File: config.mk
export PLATFORM = sky130hd
export DESIGN_NAME = line_pixel_rasterizer_flat
export DESIGN_NICKNAME = d
export VERILOG_FILES = /design/src/design/lpr_pkg.sv /design/src/design/lpr_if.sv /design/src/design/line_pixel_rasterizer.sv /design/src/design/lpr_stepper.sv /design/src/design/lpr_addr.sv /design/src/flat_wrapper.sv
export SDC_FILE = /design/constraint.sdc
export NUM_CORES = 1
export LEC_CHECK = 0
export BUFFER_PORTS_ARGS = -buffer_cell sky130_fd_sc_hd__buf_2
export CAP_MARGIN = 10
export CORE_ASPECT_RATIO = 1.4
export CORE_MARGIN = 1.5
export CORE_UTILIZATION = 35
export DETAILED_ROUTE_END_ITERATION = 7
export HOLD_SLACK_MARGIN = 0.03
export PLACE_DENSITY_LB_ADDON = 0.15
export REMOVE_ABC_BUFFERS = 1
export SYNTH_ARGS = -nofsm -noshare
export SYNTH_HDL_FRONTEND = slang
export SYNTH_SLANG_ARGS = --single-unit
File: constraint.sdc
create_clock -name i_clk -period 9.2 [get_ports i_clk]
set_input_delay 0.46 -clock i_clk [delete_from_list [all_inputs] [get_ports i_clk]]
set_output_delay 0.46 -clock i_clk [all_outputs]
set_load 0.01 [all_outputs]
File: src/design/lpr_pkg.sv
// ----------------------------------------------------------------------------
// lpr_pkg
// shared types and constants of the line pixel rasterizer
// ----------------------------------------------------------------------------
package lpr_pkg;

    // fixed field widths
    localparam int ADDR_BITS  = 32;
    localparam int WIDTH_BITS = 10;
    localparam int COLOR_BITS = 16;
    localparam int CFG_INDEX_BITS = 1;

    localparam logic [WIDTH_BITS-1:0] IMAGE_WIDTH_RESET = WIDTH_BITS'(480);

    // command codes
    typedef enum logic {
        CMD_START = 1'b0,
        CMD_STEP  = 1'b1
    } t_cmd;

    // configuration register indexes
    typedef enum logic [CFG_INDEX_BITS-1:0] {
        REG_FRAME_BASE  = 1'b0,
        REG_IMAGE_WIDTH = 1'b1
    } t_reg_index;

    // axis direction codes
    typedef enum logic [1:0] {
        DIR_NONE  = 2'd0,
        DIR_PLUS  = 2'd1,
        DIR_MINUS = 2'd3
    } t_dir;

endpackage

File: src/design/lpr_if.sv
// ----------------------------------------------------------------------------
// lpr_if
// valid/ready channels carrying command words and pixel words
// ----------------------------------------------------------------------------

// command channel
interface lpr_cmd_if
    import lpr_pkg::*;
#(
    parameter int COORD_BITS = 10
) ();
    logic                  valid;
    logic                  ready;
    logic                  cmd;
    logic [COORD_BITS-1:0] x_start;
    logic [COORD_BITS-1:0] y_start;
    logic [COORD_BITS-1:0] x_end;
    logic [COORD_BITS-1:0] y_end;
    logic [COLOR_BITS-1:0] pen_color;

    modport source (
        output valid, cmd, x_start, y_start, x_end, y_end, pen_color,
        input  ready
    );
    modport sink (
        input  valid, cmd, x_start, y_start, x_end, y_end, pen_color,
        output ready
    );
endinterface

// pixel channel
interface lpr_pix_if
    import lpr_pkg::*;
#(
    parameter int COORD_BITS = 10
) ();
    logic                  valid;
    logic                  ready;
    logic [ADDR_BITS-1:0]  pixel_address;
    logic [COORD_BITS-1:0] pixel_x;
    logic [COORD_BITS-1:0] pixel_y;
    logic [COLOR_BITS-1:0] pixel_color;
    logic                  last_pixel;

    modport source (
        output valid, pixel_address, pixel_x, pixel_y, pixel_color, last_pixel,
        input  ready
    );
    modport sink (
        input  valid, pixel_address, pixel_x, pixel_y, pixel_color, last_pixel,
        output ready
    );
endinterface

File: src/design/line_pixel_rasterizer.sv
// ----------------------------------------------------------------------------
// line_pixel_rasterizer
// dda line rasterizer: a start word latches two endpoints and a color and
// gives the first pixel; each step word gives the next pixel of the line
// until the last one, flagged by last_pixel. Every pixel carries its
// framebuffer byte address base + 2 * (y * width + x), wrapping at 32 bits.
// A start word while a line runs restarts; a step word while idle gives no
// pixel. One command word is taken every cycle unless the pixel stage stalls:
// the stepper updates the error for both axes combinationally, and the address
// multiply-add sits in a second registered stage; the block sustains one
// pixel per cycle unless the output stalls. The user must write the
// configuration registers only while no line work is pending; the block does not enforce it.
// ----------------------------------------------------------------------------
module line_pixel_rasterizer
    import lpr_pkg::*;
#(
    parameter int COORD_BITS = 10
) (
    input  logic                      i_clk,
    input  logic                      i_rst_n,
    // configuration write port
    input  logic                      i_cfg_we,
    input  logic [CFG_INDEX_BITS-1:0] i_cfg_index,
    input  logic [ADDR_BITS-1:0]      i_cfg_data,
    // command words in, pixel words out
    lpr_cmd_if.sink                   i_cmd,
    lpr_pix_if.source                 o_pixel
);

    logic [ADDR_BITS-1:0]  r_frame_base;
    logic [WIDTH_BITS-1:0] r_image_width;

    logic                  s1_valid;
    logic                  s1_ready;
    logic [COORD_BITS-1:0] s1_x;
    logic [COORD_BITS-1:0] s1_y;
    logic [COLOR_BITS-1:0] s1_color;
    logic                  s1_last;

    // configuration registers
    always_ff @(posedge i_clk) begin
        if (!i_rst_n) begin
            r_frame_base  <= '0;
            r_image_width <= IMAGE_WIDTH_RESET;
        end else if (i_cfg_we) begin
            unique case (t_reg_index'(i_cfg_index))
                REG_FRAME_BASE:  r_frame_base  <= i_cfg_data;
                REG_IMAGE_WIDTH: r_image_width <= i_cfg_data[WIDTH_BITS-1:0];
                default: ;
            endcase
        end
    end

    // line stepping
    lpr_stepper #(
        .COORD_BITS (COORD_BITS)
    ) u_stepper (
        .i_clk       (i_clk),
        .i_rst_n     (i_rst_n),
        .i_valid     (i_cmd.valid),
        .o_ready     (i_cmd.ready),
        .i_cmd       (i_cmd.cmd),
        .i_x_start   (i_cmd.x_start),
        .i_y_start   (i_cmd.y_start),
        .i_x_end     (i_cmd.x_end),
        .i_y_end     (i_cmd.y_end),
        .i_pen_color (i_cmd.pen_color),
        .o_s1_valid  (s1_valid),
        .i_s1_ready  (s1_ready),
        .o_s1_x      (s1_x),
        .o_s1_y      (s1_y),
        .o_s1_color  (s1_color),
        .o_s1_last   (s1_last)
    );

    // address and output register
    lpr_addr #(
        .COORD_BITS (COORD_BITS)
    ) u_addr (
        .i_clk           (i_clk),
        .i_rst_n         (i_rst_n),
        .i_frame_base    (r_frame_base),
        .i_image_width   (r_image_width),
        .i_s1_valid      (s1_valid),
        .o_s1_ready      (s1_ready),
        .i_s1_x          (s1_x),
        .i_s1_y          (s1_y),
        .i_s1_color      (s1_color),
        .i_s1_last       (s1_last),
        .o_valid         (o_pixel.valid),
        .i_ready         (o_pixel.ready),
        .o_pixel_address (o_pixel.pixel_address),
        .o_pixel_x       (o_pixel.pixel_x),
        .o_pixel_y       (o_pixel.pixel_y),
        .o_pixel_color   (o_pixel.pixel_color),
        .o_last_pixel    (o_pixel.last_pixel)
    );

endmodule

File: src/design/lpr_stepper.sv
// ----------------------------------------------------------------------------
// lpr_stepper
// line state and dda error update, one command word per cycle unless the pixel
// stage stalls, registered pixel position stage toward the address stage
// ----------------------------------------------------------------------------
module lpr_stepper
    import lpr_pkg::*;
#(
    parameter int COORD_BITS = 10
) (
    input  logic                  i_clk,
    input  logic                  i_rst_n,
    // command word
    input  logic                  i_valid,
    output logic                  o_ready,
    input  logic                  i_cmd,
    input  logic [COORD_BITS-1:0] i_x_start,
    input  logic [COORD_BITS-1:0] i_y_start,
    input  logic [COORD_BITS-1:0] i_x_end,
    input  logic [COORD_BITS-1:0] i_y_end,
    input  logic [COLOR_BITS-1:0] i_pen_color,
    // pixel position word
    output logic                  o_s1_valid,
    input  logic                  i_s1_ready,
    output logic [COORD_BITS-1:0] o_s1_x,
    output logic [COORD_BITS-1:0] o_s1_y,
    output logic [COLOR_BITS-1:0] o_s1_color,
    output logic                  o_s1_last
);

    localparam int ERR_BITS = COORD_BITS + 1;

    // line state
    logic [COORD_BITS-1:0] r_cur_x, n_cur_x;
    logic [COORD_BITS-1:0] r_cur_y, n_cur_y;
    logic [ERR_BITS-1:0]   r_x_error, n_x_error;
    logic [ERR_BITS-1:0]   r_y_error, n_y_error;
    logic [COORD_BITS-1:0] r_abs_dx, n_abs_dx;
    logic [COORD_BITS-1:0] r_abs_dy, n_abs_dy;
    logic [COORD_BITS-1:0] r_major_len, n_major_len;
    t_dir                  r_x_dir, n_x_dir;
    t_dir                  r_y_dir, n_y_dir;
    logic [COORD_BITS-1:0] r_steps_left, n_steps_left;
    logic                  r_line_active, n_line_active;
    logic [COLOR_BITS-1:0] r_line_color, n_line_color;

    // pixel stage
    logic                  r_s1_valid;
    logic [COORD_BITS-1:0] r_s1_x;
    logic [COORD_BITS-1:0] r_s1_y;
    logic [COLOR_BITS-1:0] r_s1_color;
    logic                  r_s1_last;

    logic                  accept;
    logic                  n_emit;
    logic [ERR_BITS-1:0]   x_sum;
    logic [ERR_BITS-1:0]   y_sum;
    logic [ERR_BITS-1:0]   major_ext;

    // one step of a position toward the end point
    function automatic logic [COORD_BITS-1:0] move_axis(
        input logic [COORD_BITS-1:0] pos,
        input t_dir                  dir
    );
        logic [COORD_BITS-1:0] res;
        unique case (dir)
            DIR_PLUS:  res = pos + COORD_BITS'(1);
            DIR_MINUS: res = pos - COORD_BITS'(1);
            default:   res = pos;
        endcase
        return res;
    endfunction

    assign o_ready = !r_s1_valid || i_s1_ready;
    assign accept  = i_valid && o_ready;

    assign major_ext = {1'b0, r_major_len};
    assign x_sum     = r_x_error + {1'b0, r_abs_dx};
    assign y_sum     = r_y_error + {1'b0, r_abs_dy};

    // next line state
    always_comb begin
        n_cur_x       = r_cur_x;
        n_cur_y       = r_cur_y;
        n_x_error     = r_x_error;
        n_y_error     = r_y_error;
        n_abs_dx      = r_abs_dx;
        n_abs_dy      = r_abs_dy;
        n_major_len   = r_major_len;
        n_x_dir       = r_x_dir;
        n_y_dir       = r_y_dir;
        n_steps_left  = r_steps_left;
        n_line_active = r_line_active;
        n_line_color  = r_line_color;
        n_emit        = 1'b0;
        if (accept) begin
            if (i_cmd == CMD_START) begin
                // x axis delta and direction
                if (i_x_end > i_x_start) begin
                    n_abs_dx = i_x_end - i_x_start;
                    n_x_dir  = DIR_PLUS;
                end else if (i_x_end < i_x_start) begin
                    n_abs_dx = i_x_start - i_x_end;
                    n_x_dir  = DIR_MINUS;
                end else begin
                    n_abs_dx = '0;
                    n_x_dir  = DIR_NONE;
                end
                // y axis delta and direction
                if (i_y_end > i_y_start) begin
                    n_abs_dy = i_y_end - i_y_start;
                    n_y_dir  = DIR_PLUS;
                end else if (i_y_end < i_y_start) begin
                    n_abs_dy = i_y_start - i_y_end;
                    n_y_dir  = DIR_MINUS;
                end else begin
                    n_abs_dy = '0;
                    n_y_dir  = DIR_NONE;
                end
                n_major_len   = (n_abs_dx > n_abs_dy) ? n_abs_dx : n_abs_dy;
                n_cur_x       = i_x_start;
                n_cur_y       = i_y_start;
                n_x_error     = '0;
                n_y_error     = '0;
                n_line_color  = i_pen_color;
                n_steps_left  = n_major_len;
                n_line_active = (n_major_len != '0);
                n_emit        = 1'b1;
            end else if (r_line_active) begin
                n_x_error = x_sum;
                n_y_error = y_sum;
                if (x_sum >= major_ext) begin
                    n_cur_x   = move_axis(r_cur_x, r_x_dir);
                    n_x_error = x_sum - major_ext;
                end
                if (y_sum >= major_ext) begin
                    n_cur_y   = move_axis(r_cur_y, r_y_dir);
                    n_y_error = y_sum - major_ext;
                end
                n_steps_left  = r_steps_left - COORD_BITS'(1);
                n_line_active = (n_steps_left != '0);
                n_emit        = 1'b1;
            end
        end
    end

    // state registers
    always_ff @(posedge i_clk) begin
        if (!i_rst_n) begin
            r_line_active <= 1'b0;
            r_cur_x       <= '0;
            r_cur_y       <= '0;
            r_x_error     <= '0;
            r_y_error     <= '0;
            r_abs_dx      <= '0;
            r_abs_dy      <= '0;
            r_major_len   <= '0;
            r_x_dir       <= DIR_NONE;
            r_y_dir       <= DIR_NONE;
            r_steps_left  <= '0;
            r_line_color  <= '0;
        end else begin
            r_line_active <= n_line_active;
            r_cur_x       <= n_cur_x;
            r_cur_y       <= n_cur_y;
            r_x_error     <= n_x_error;
            r_y_error     <= n_y_error;
            r_abs_dx      <= n_abs_dx;
            r_abs_dy      <= n_abs_dy;
            r_major_len   <= n_major_len;
            r_x_dir       <= n_x_dir;
            r_y_dir       <= n_y_dir;
            r_steps_left  <= n_steps_left;
            r_line_color  <= n_line_color;
        end
    end

    // pixel stage toward the address unit
    always_ff @(posedge i_clk) begin
        if (!i_rst_n) begin
            r_s1_valid <= 1'b0;
        end else if (accept) begin
            r_s1_valid <= n_emit;
        end else if (i_s1_ready) begin
            r_s1_valid <= 1'b0;
        end
        if (accept && n_emit) begin
            r_s1_x     <= n_cur_x;
            r_s1_y     <= n_cur_y;
            r_s1_color <= n_line_color;
            r_s1_last  <= !n_line_active;
        end
    end

    assign o_s1_valid = r_s1_valid;
    assign o_s1_x     = r_s1_x;
    assign o_s1_y     = r_s1_y;
    assign o_s1_color = r_s1_color;
    assign o_s1_last  = r_s1_last;

    // an active line always has steps to go and a nonzero major length
    a_active_len: assert property (@(posedge i_clk) disable iff (!i_rst_n)
        r_line_active |-> (r_major_len != '0) && (r_steps_left != '0))
        else $error("active line with zero length or no steps left");

    // steps left never exceed the line length
    a_steps_bound: assert property (@(posedge i_clk) disable iff (!i_rst_n)
        r_line_active |-> (r_steps_left <= r_major_len))
        else $error("steps left beyond line length");

    // errors stay below the major length while stepping
    a_err_bound: assert property (@(posedge i_clk) disable iff (!i_rst_n)
        r_line_active |-> (r_x_error < major_ext) && (r_y_error < major_ext))
        else $error("axis error reached major length");

    // a stalled pixel word is not dropped
    a_s1_hold: assert property (@(posedge i_clk) disable iff (!i_rst_n)
        (r_s1_valid && !i_s1_ready) |=> r_s1_valid && $stable(r_s1_x)
            && $stable(r_s1_y))
        else $error("stalled pixel word lost");

endmodule

File: src/design/lpr_addr.sv
// ----------------------------------------------------------------------------
// lpr_addr
// framebuffer byte address of a pixel and the output register
// ----------------------------------------------------------------------------
module lpr_addr
    import lpr_pkg::*;
#(
    parameter int COORD_BITS = 10
) (
    input  logic                  i_clk,
    input  logic                  i_rst_n,
    input  logic [ADDR_BITS-1:0]  i_frame_base,
    input  logic [WIDTH_BITS-1:0] i_image_width,
    // pixel position word
    input  logic                  i_s1_valid,
    output logic                  o_s1_ready,
    input  logic [COORD_BITS-1:0] i_s1_x,
    input  logic [COORD_BITS-1:0] i_s1_y,
    input  logic [COLOR_BITS-1:0] i_s1_color,
    input  logic                  i_s1_last,
    // pixel word out
    output logic                  o_valid,
    input  logic                  i_ready,
    output logic [ADDR_BITS-1:0]  o_pixel_address,
    output logic [COORD_BITS-1:0] o_pixel_x,
    output logic [COORD_BITS-1:0] o_pixel_y,
    output logic [COLOR_BITS-1:0] o_pixel_color,
    output logic                  o_last_pixel
);

    localparam int PROD_BITS = COORD_BITS + WIDTH_BITS;
    localparam int SUM_BITS  = PROD_BITS + 1;

    logic                  r_valid;
    logic [ADDR_BITS-1:0]  r_pixel_address;
    logic [COORD_BITS-1:0] r_pixel_x;
    logic [COORD_BITS-1:0] r_pixel_y;
    logic [COLOR_BITS-1:0] r_pixel_color;
    logic                  r_last_pixel;

    logic                  take;
    logic [PROD_BITS-1:0]  row_offset;
    logic [SUM_BITS-1:0]   pixel_index;
    logic [ADDR_BITS-1:0]  n_pixel_address;

    assign o_s1_ready = !r_valid || i_ready;
    assign take       = i_s1_valid && o_s1_ready;

    // base + 2 * (y * width + x), wrapping at the address width
    assign row_offset      = PROD_BITS'(i_s1_y) * PROD_BITS'(i_image_width);
    assign pixel_index     = SUM_BITS'(row_offset) + SUM_BITS'(i_s1_x);
    assign n_pixel_address = i_frame_base + ADDR_BITS'({pixel_index, 1'b0});

    // output register
    always_ff @(posedge i_clk) begin
        if (!i_rst_n) begin
            r_valid <= 1'b0;
        end else if (take) begin
            r_valid <= 1'b1;
        end else if (i_ready) begin
            r_valid <= 1'b0;
        end
        if (take) begin
            r_pixel_address <= n_pixel_address;
            r_pixel_x       <= i_s1_x;
            r_pixel_y       <= i_s1_y;
            r_pixel_color   <= i_s1_color;
            r_last_pixel    <= i_s1_last;
        end
    end

    assign o_valid         = r_valid;
    assign o_pixel_address = r_pixel_address;
    assign o_pixel_x       = r_pixel_x;
    assign o_pixel_y       = r_pixel_y;
    assign o_pixel_color   = r_pixel_color;
    assign o_last_pixel    = r_last_pixel;

endmodule
File: src/flat_wrapper.sv
// flat-port wrapper written by rule: the top's interface ports become plain ports
module line_pixel_rasterizer_flat import lpr_pkg::*;
#(
    parameter int COORD_BITS = 10
)
  (i_clk, i_rst_n, i_cfg_we, i_cfg_index, i_cfg_data, i_cmd_valid, i_cmd_cmd, i_cmd_x_start, i_cmd_y_start, i_cmd_x_end, i_cmd_y_end, i_cmd_pen_color, i_cmd_ready, o_pixel_valid, o_pixel_pixel_address, o_pixel_pixel_x, o_pixel_pixel_y, o_pixel_pixel_color, o_pixel_last_pixel, o_pixel_ready);
  lpr_cmd_if #(.COORD_BITS(COORD_BITS)) i_cmd_i ();
  lpr_pix_if #(.COORD_BITS(COORD_BITS)) o_pixel_i ();
  input  logic i_clk;
  input  logic i_rst_n;
  input  logic i_cfg_we;
  input  logic [CFG_INDEX_BITS-1:0] i_cfg_index;
  input  logic [ADDR_BITS-1:0] i_cfg_data;
  input wire logic [$bits(i_cmd_i.valid)-1:0] i_cmd_valid;
  input wire logic [$bits(i_cmd_i.cmd)-1:0] i_cmd_cmd;
  input wire logic [$bits(i_cmd_i.x_start)-1:0] i_cmd_x_start;
  input wire logic [$bits(i_cmd_i.y_start)-1:0] i_cmd_y_start;
  input wire logic [$bits(i_cmd_i.x_end)-1:0] i_cmd_x_end;
  input wire logic [$bits(i_cmd_i.y_end)-1:0] i_cmd_y_end;
  input wire logic [$bits(i_cmd_i.pen_color)-1:0] i_cmd_pen_color;
  output wire logic [$bits(i_cmd_i.ready)-1:0] i_cmd_ready;
  output wire logic [$bits(o_pixel_i.valid)-1:0] o_pixel_valid;
  output wire logic [$bits(o_pixel_i.pixel_address)-1:0] o_pixel_pixel_address;
  output wire logic [$bits(o_pixel_i.pixel_x)-1:0] o_pixel_pixel_x;
  output wire logic [$bits(o_pixel_i.pixel_y)-1:0] o_pixel_pixel_y;
  output wire logic [$bits(o_pixel_i.pixel_color)-1:0] o_pixel_pixel_color;
  output wire logic [$bits(o_pixel_i.last_pixel)-1:0] o_pixel_last_pixel;
  input wire logic [$bits(o_pixel_i.ready)-1:0] o_pixel_ready;
  assign i_cmd_i.valid = i_cmd_valid;
  assign i_cmd_i.cmd = i_cmd_cmd;
  assign i_cmd_i.x_start = i_cmd_x_start;
  assign i_cmd_i.y_start = i_cmd_y_start;
  assign i_cmd_i.x_end = i_cmd_x_end;
  assign i_cmd_i.y_end = i_cmd_y_end;
  assign i_cmd_i.pen_color = i_cmd_pen_color;
  assign i_cmd_ready = i_cmd_i.ready;
  assign o_pixel_valid = o_pixel_i.valid;
  assign o_pixel_pixel_address = o_pixel_i.pixel_address;
  assign o_pixel_pixel_x = o_pixel_i.pixel_x;
  assign o_pixel_pixel_y = o_pixel_i.pixel_y;
  assign o_pixel_pixel_color = o_pixel_i.pixel_color;
  assign o_pixel_last_pixel = o_pixel_i.last_pixel;
  assign o_pixel_i.ready = o_pixel_ready;
  line_pixel_rasterizer #(.COORD_BITS(COORD_BITS)) u_core (.i_clk(i_clk), .i_rst_n(i_rst_n), .i_cfg_we(i_cfg_we), .i_cfg_index(i_cfg_index), .i_cfg_data(i_cfg_data), .i_cmd(i_cmd_i), .o_pixel(o_pixel_i));
endmodule
==> results.sh <==
export IMPL_outcome="finished, final reports clean"
export IMPL_num_vias=15600
export IMPL_grt_pass1_wl_um=85600
export IMPL_initialDrtViolationCount=706
export IMPL_core_um2=53400
export IMPL_gp_congestion=0.833
export IMPL_cts_buffers_inserted=29
export IMPL_hp_class="input port to register"
export IMPL_async_reset_ff_share_pct=0
export IMPL_hpwl_um=41800
export IMPL_start_util_pct=35.5
export IMPL_fmax_mhz=134
export IMPL_nNetsFinal=2638
export IMPL_ys_flop_type="dfxtp_1"
export IMPL_grt_pass1_vias=15900
export IMPL_synthCells=2146
export IMPL_worstPathArrival_ps=7790
export IMPL_cts_clk_slew_worst_paths_ps=60
export IMPL_clock_sinks=253
export IMPL_antenna_found_initial=0
export IMPL_yosys_warnings=0
export IMPL_drt_pass1_iter_count=5
export IMPL_cts_tree="yes"
export IMPL_grt_overflow_total=0
export IMPL_slew_viol_final=0
export IMPL_finClkSkew_ps=13.1
export IMPL_diodes=0
export IMPL_area_delta_synth_final_pct=12.9
export IMPL_end_kind="register"
export IMPL_whs_path_depth=3
export IMPL_wl_per_cell_um=18.0
export IMPL_critPathLaunchType="register"
export IMPL_cts_resized=0
export IMPL_setup_violations_final=0
export IMPL_clockBufferDepth=3
export IMPL_synth_distinct_cells=85
export IMPL_row_count=100
export IMPL_synth_edf_count=106
export IMPL_root_buffer="clkbuf_16"
export IMPL_grt_max_degree=74
export IMPL_reg2regPathDepth=27
export IMPL_wl_um=54200
export IMPL_min_period_ps=7470
export IMPL_die_h_um=278
export IMPL_cap_violations=0
export IMPL_clk_latency_ps=570
export IMPL_critPathKind="register to register"
export IMPL_port_buffers=165
export IMPL_fin_setup_tns_ps=0
export IMPL_p_leak_nw=9.46
export IMPL_worst_slew_pin_slew_ps=1020
export IMPL_grt_usage_pct=19.6
export IMPL_drc=0
export IMPL_ys_seq_area_share_pct=32.3
export IMPL_yosys_register_bits=253
export IMPL_die_w_um=200
export IMPL_worstPathMaxFanout=11
export IMPL_rsz0062_at_grt="no"
export IMPL_post_cts_buffers=0
export IMPL_peakVddDrop_mv=0.133
export IMPL_power_per_cell_area_nw_per_um2=230
export IMPL_htree_num_levels=1
export IMPL_drive_gt1_share_pct=12.3
export IMPL_crit_required_ps=9520
export IMPL_synthesis_area_um2=19000
export IMPL_pin_count=166
export IMPL_dieArea_um2=55600
export IMPL_slew_headroom_pct=31.3
export IMPL_postRouteAntennaNets=0
export IMPL_post_route_period_util_pct=81.2
export IMPL_syn_area_per_cell_um2=8.84
export IMPL_hold_viol=0
export IMPL_viasPerCell=5.18
export IMPL_hold_buffers=0
export IMPL_finish_utilization_pct=40.1
[per-stage QoR]
stage | instance area [um2] | hold WS [ps] | setup slack [ps] | power (mW) | cells
6_report | 21400 | 122 | 1730 | 4.94 | 3005
3_5_place_dp | 20500 | 405 | 1760 | 3.76 | 2951
4_1_cts | 21400 | 91.1 | 1720 | 4.99 | 3005
5_1_grt | 21400 | 103 | 1300 | 5.32 | 3005
3_3_place_gp | 20500 | 401 | 1850 | 3.75 | 2951
2_1_floorplan | 18600 | 400 | 2760 | 3.14 | 2059
[power breakdown]
part           switching [mW]  internal, mW
clock                   0.484         0.716
sequential             0.0637          1.32
combinational            1.38         0.972
[sequential cells by signal (all words and copies together), names as in the netlist, 2 cells and up]
| register | cells |
|---|---|
| u_core.u_stepper.r_cur_y | 10 |
| u_core.r_image_width | 10 |
| u_core.u_addr.o_pixel_x | 10 |
| u_core.u_addr.o_pixel_y | 10 |
| u_core.u_stepper.r_steps_left | 10 |
| u_core.u_stepper.r_x_error | 11 |
| u_core.r_frame_base | 32 |
| u_core.u_stepper.r_abs_dx | 10 |
| u_core.u_stepper.r_x_dir | 2 |
| u_core.u_stepper.r_abs_dy | 10 |
| u_core.u_stepper.o_s1_color | 16 |
| u_core.u_stepper.r_cur_x | 10 |
| u_core.u_stepper.r_y_error | 11 |
| u_core.u_addr.o_pixel_color | 16 |
| u_core.u_stepper.r_line_color | 16 |
| u_core.u_stepper.o_s1_x | 10 |
| u_core.u_stepper.r_y_dir | 2 |
| u_core.u_stepper.r_major_len | 10 |
| u_core.u_addr.o_pixel_address | 32 |
| u_core.u_stepper.o_s1_y | 10 |
[Yosys cell counts (all sizes together), types with 7 or more instances]
cell type / instances / share of area [%]
o21ai: 82 / 2.2
nand4: 21 / 0.76
and3: 13 / 0.43
a211oi: 22 / 0.92
nor2: 133 / 2.7
fa: 84 / 8.9
o211ai: 18 / 0.71
dfxtp: 147 / 16
nand3: 32 / 0.84
nand2b: 12 / 0.40
nand2: 298 / 5.9
a31oi: 19 / 0.63
clkbuf: 67 / 1.3
mux2: 14 / 0.83
and2: 73 / 2.4
ha: 191 / 13
a21oi: 191 / 5.3
nor2b: 30 / 0.99
o21a: 17 / 0.67
xor2: 23 / 1.1
a21o: 18 / 0.71
o21bai: 20 / 0.79
buf: 20 / 0.63
o31ai: 7 / 0.35
inv: 217 / 4.3
xnor2: 61 / 2.8
edfxtp: 106 / 17
a22oi: 7 / 0.28
a21boi: 7 / 0.28
nor3: 42 / 1.2
mux2i: 15 / 0.86
o22ai: 37 / 1.2
or3: 17 / 0.59
[worst max-delay path, cell delays in order, from the launching register on]
cell      delay [ps]
dfxtp_1          580
nand2_1          150
fa_1             550
inv_1             50
fa_1             400
fa_1             470
fa_1             540
inv_1             50
fa_1             470
inv_1             40
ha_1             340
nand3_1          120
o211ai_1         140
o41ai_1          840
o21ai_0          280
o21a_1           220
nor2_1           100
xnor2_1           90
ha_1             380
a21oi_1          150
nor2b_1           50
o21ai_0          120
o21ai_0          120
nor2_1           140
a31oi_1          100
a21oi_1          430
nor2_1           110
xor2_1           160
[area by class of cell]
type,count,area [um2]
fill,5413,32000
multi-input combinational,1589,11700
sequential,253,6130
timing repair buffer,178,923
tap,714,893
inverter,217,816
clock buffer,42,805
clock inverter,12,164
[metal layers]
layer	track usage [%]	vias to the layer above	routed length (um)
met5	0	-	0
met4	5.48	0	1330
met3	1.68	64	1510
met2	38.2	241	29600
met1	22.2	7608	21800
li1	-	7659	-
[cells in the final DEF, fill, tap and decap left out, drive strengths merged, types with 32 or more instances in the layout]
master and instances:
dfxtp 147, nor3 42, edfxtp 106, o22ai 37, nand2 298, nand3 32
and2 73, inv 217, a21oi 191, ha 191, xnor2 61, o21ai 82
fa 84, nor2 133, clkbuf 42, buf 178
[logic make-up (layout without fill, tap and decap cells)]
family                   count (synthesis)  count (layout)  share of synthesized area (%)
AND/OR/NAND/NOR                        694             694                           17.0
AO/OA/AOI/OAI                          507             507                           17.4
buffers and inverters                  304             449                           6.25
adder cells (fa/ha/maj)                275             275                           21.5
flip-flops                             253             253                           32.3
XOR/XNOR                                84              84                           3.88
multiplexers                            29              29                           1.69
[worst paths after layout]
path / startpoint / endpoint / slack [ps]
max reg2reg: u_core.r_image_width[1] / u_core.u_addr.o_pixel_address[24] / 1730
min: i_cfg_data[22] / u_core.r_frame_base[22] / 120
max: u_core.r_image_width[1] / u_core.u_addr.o_pixel_address[24] / 1730
min reg2reg: u_core.u_stepper.o_s1_color[7] / u_core.u_addr.o_pixel_color[7] / 410
(Power assumes the default switching activity.)
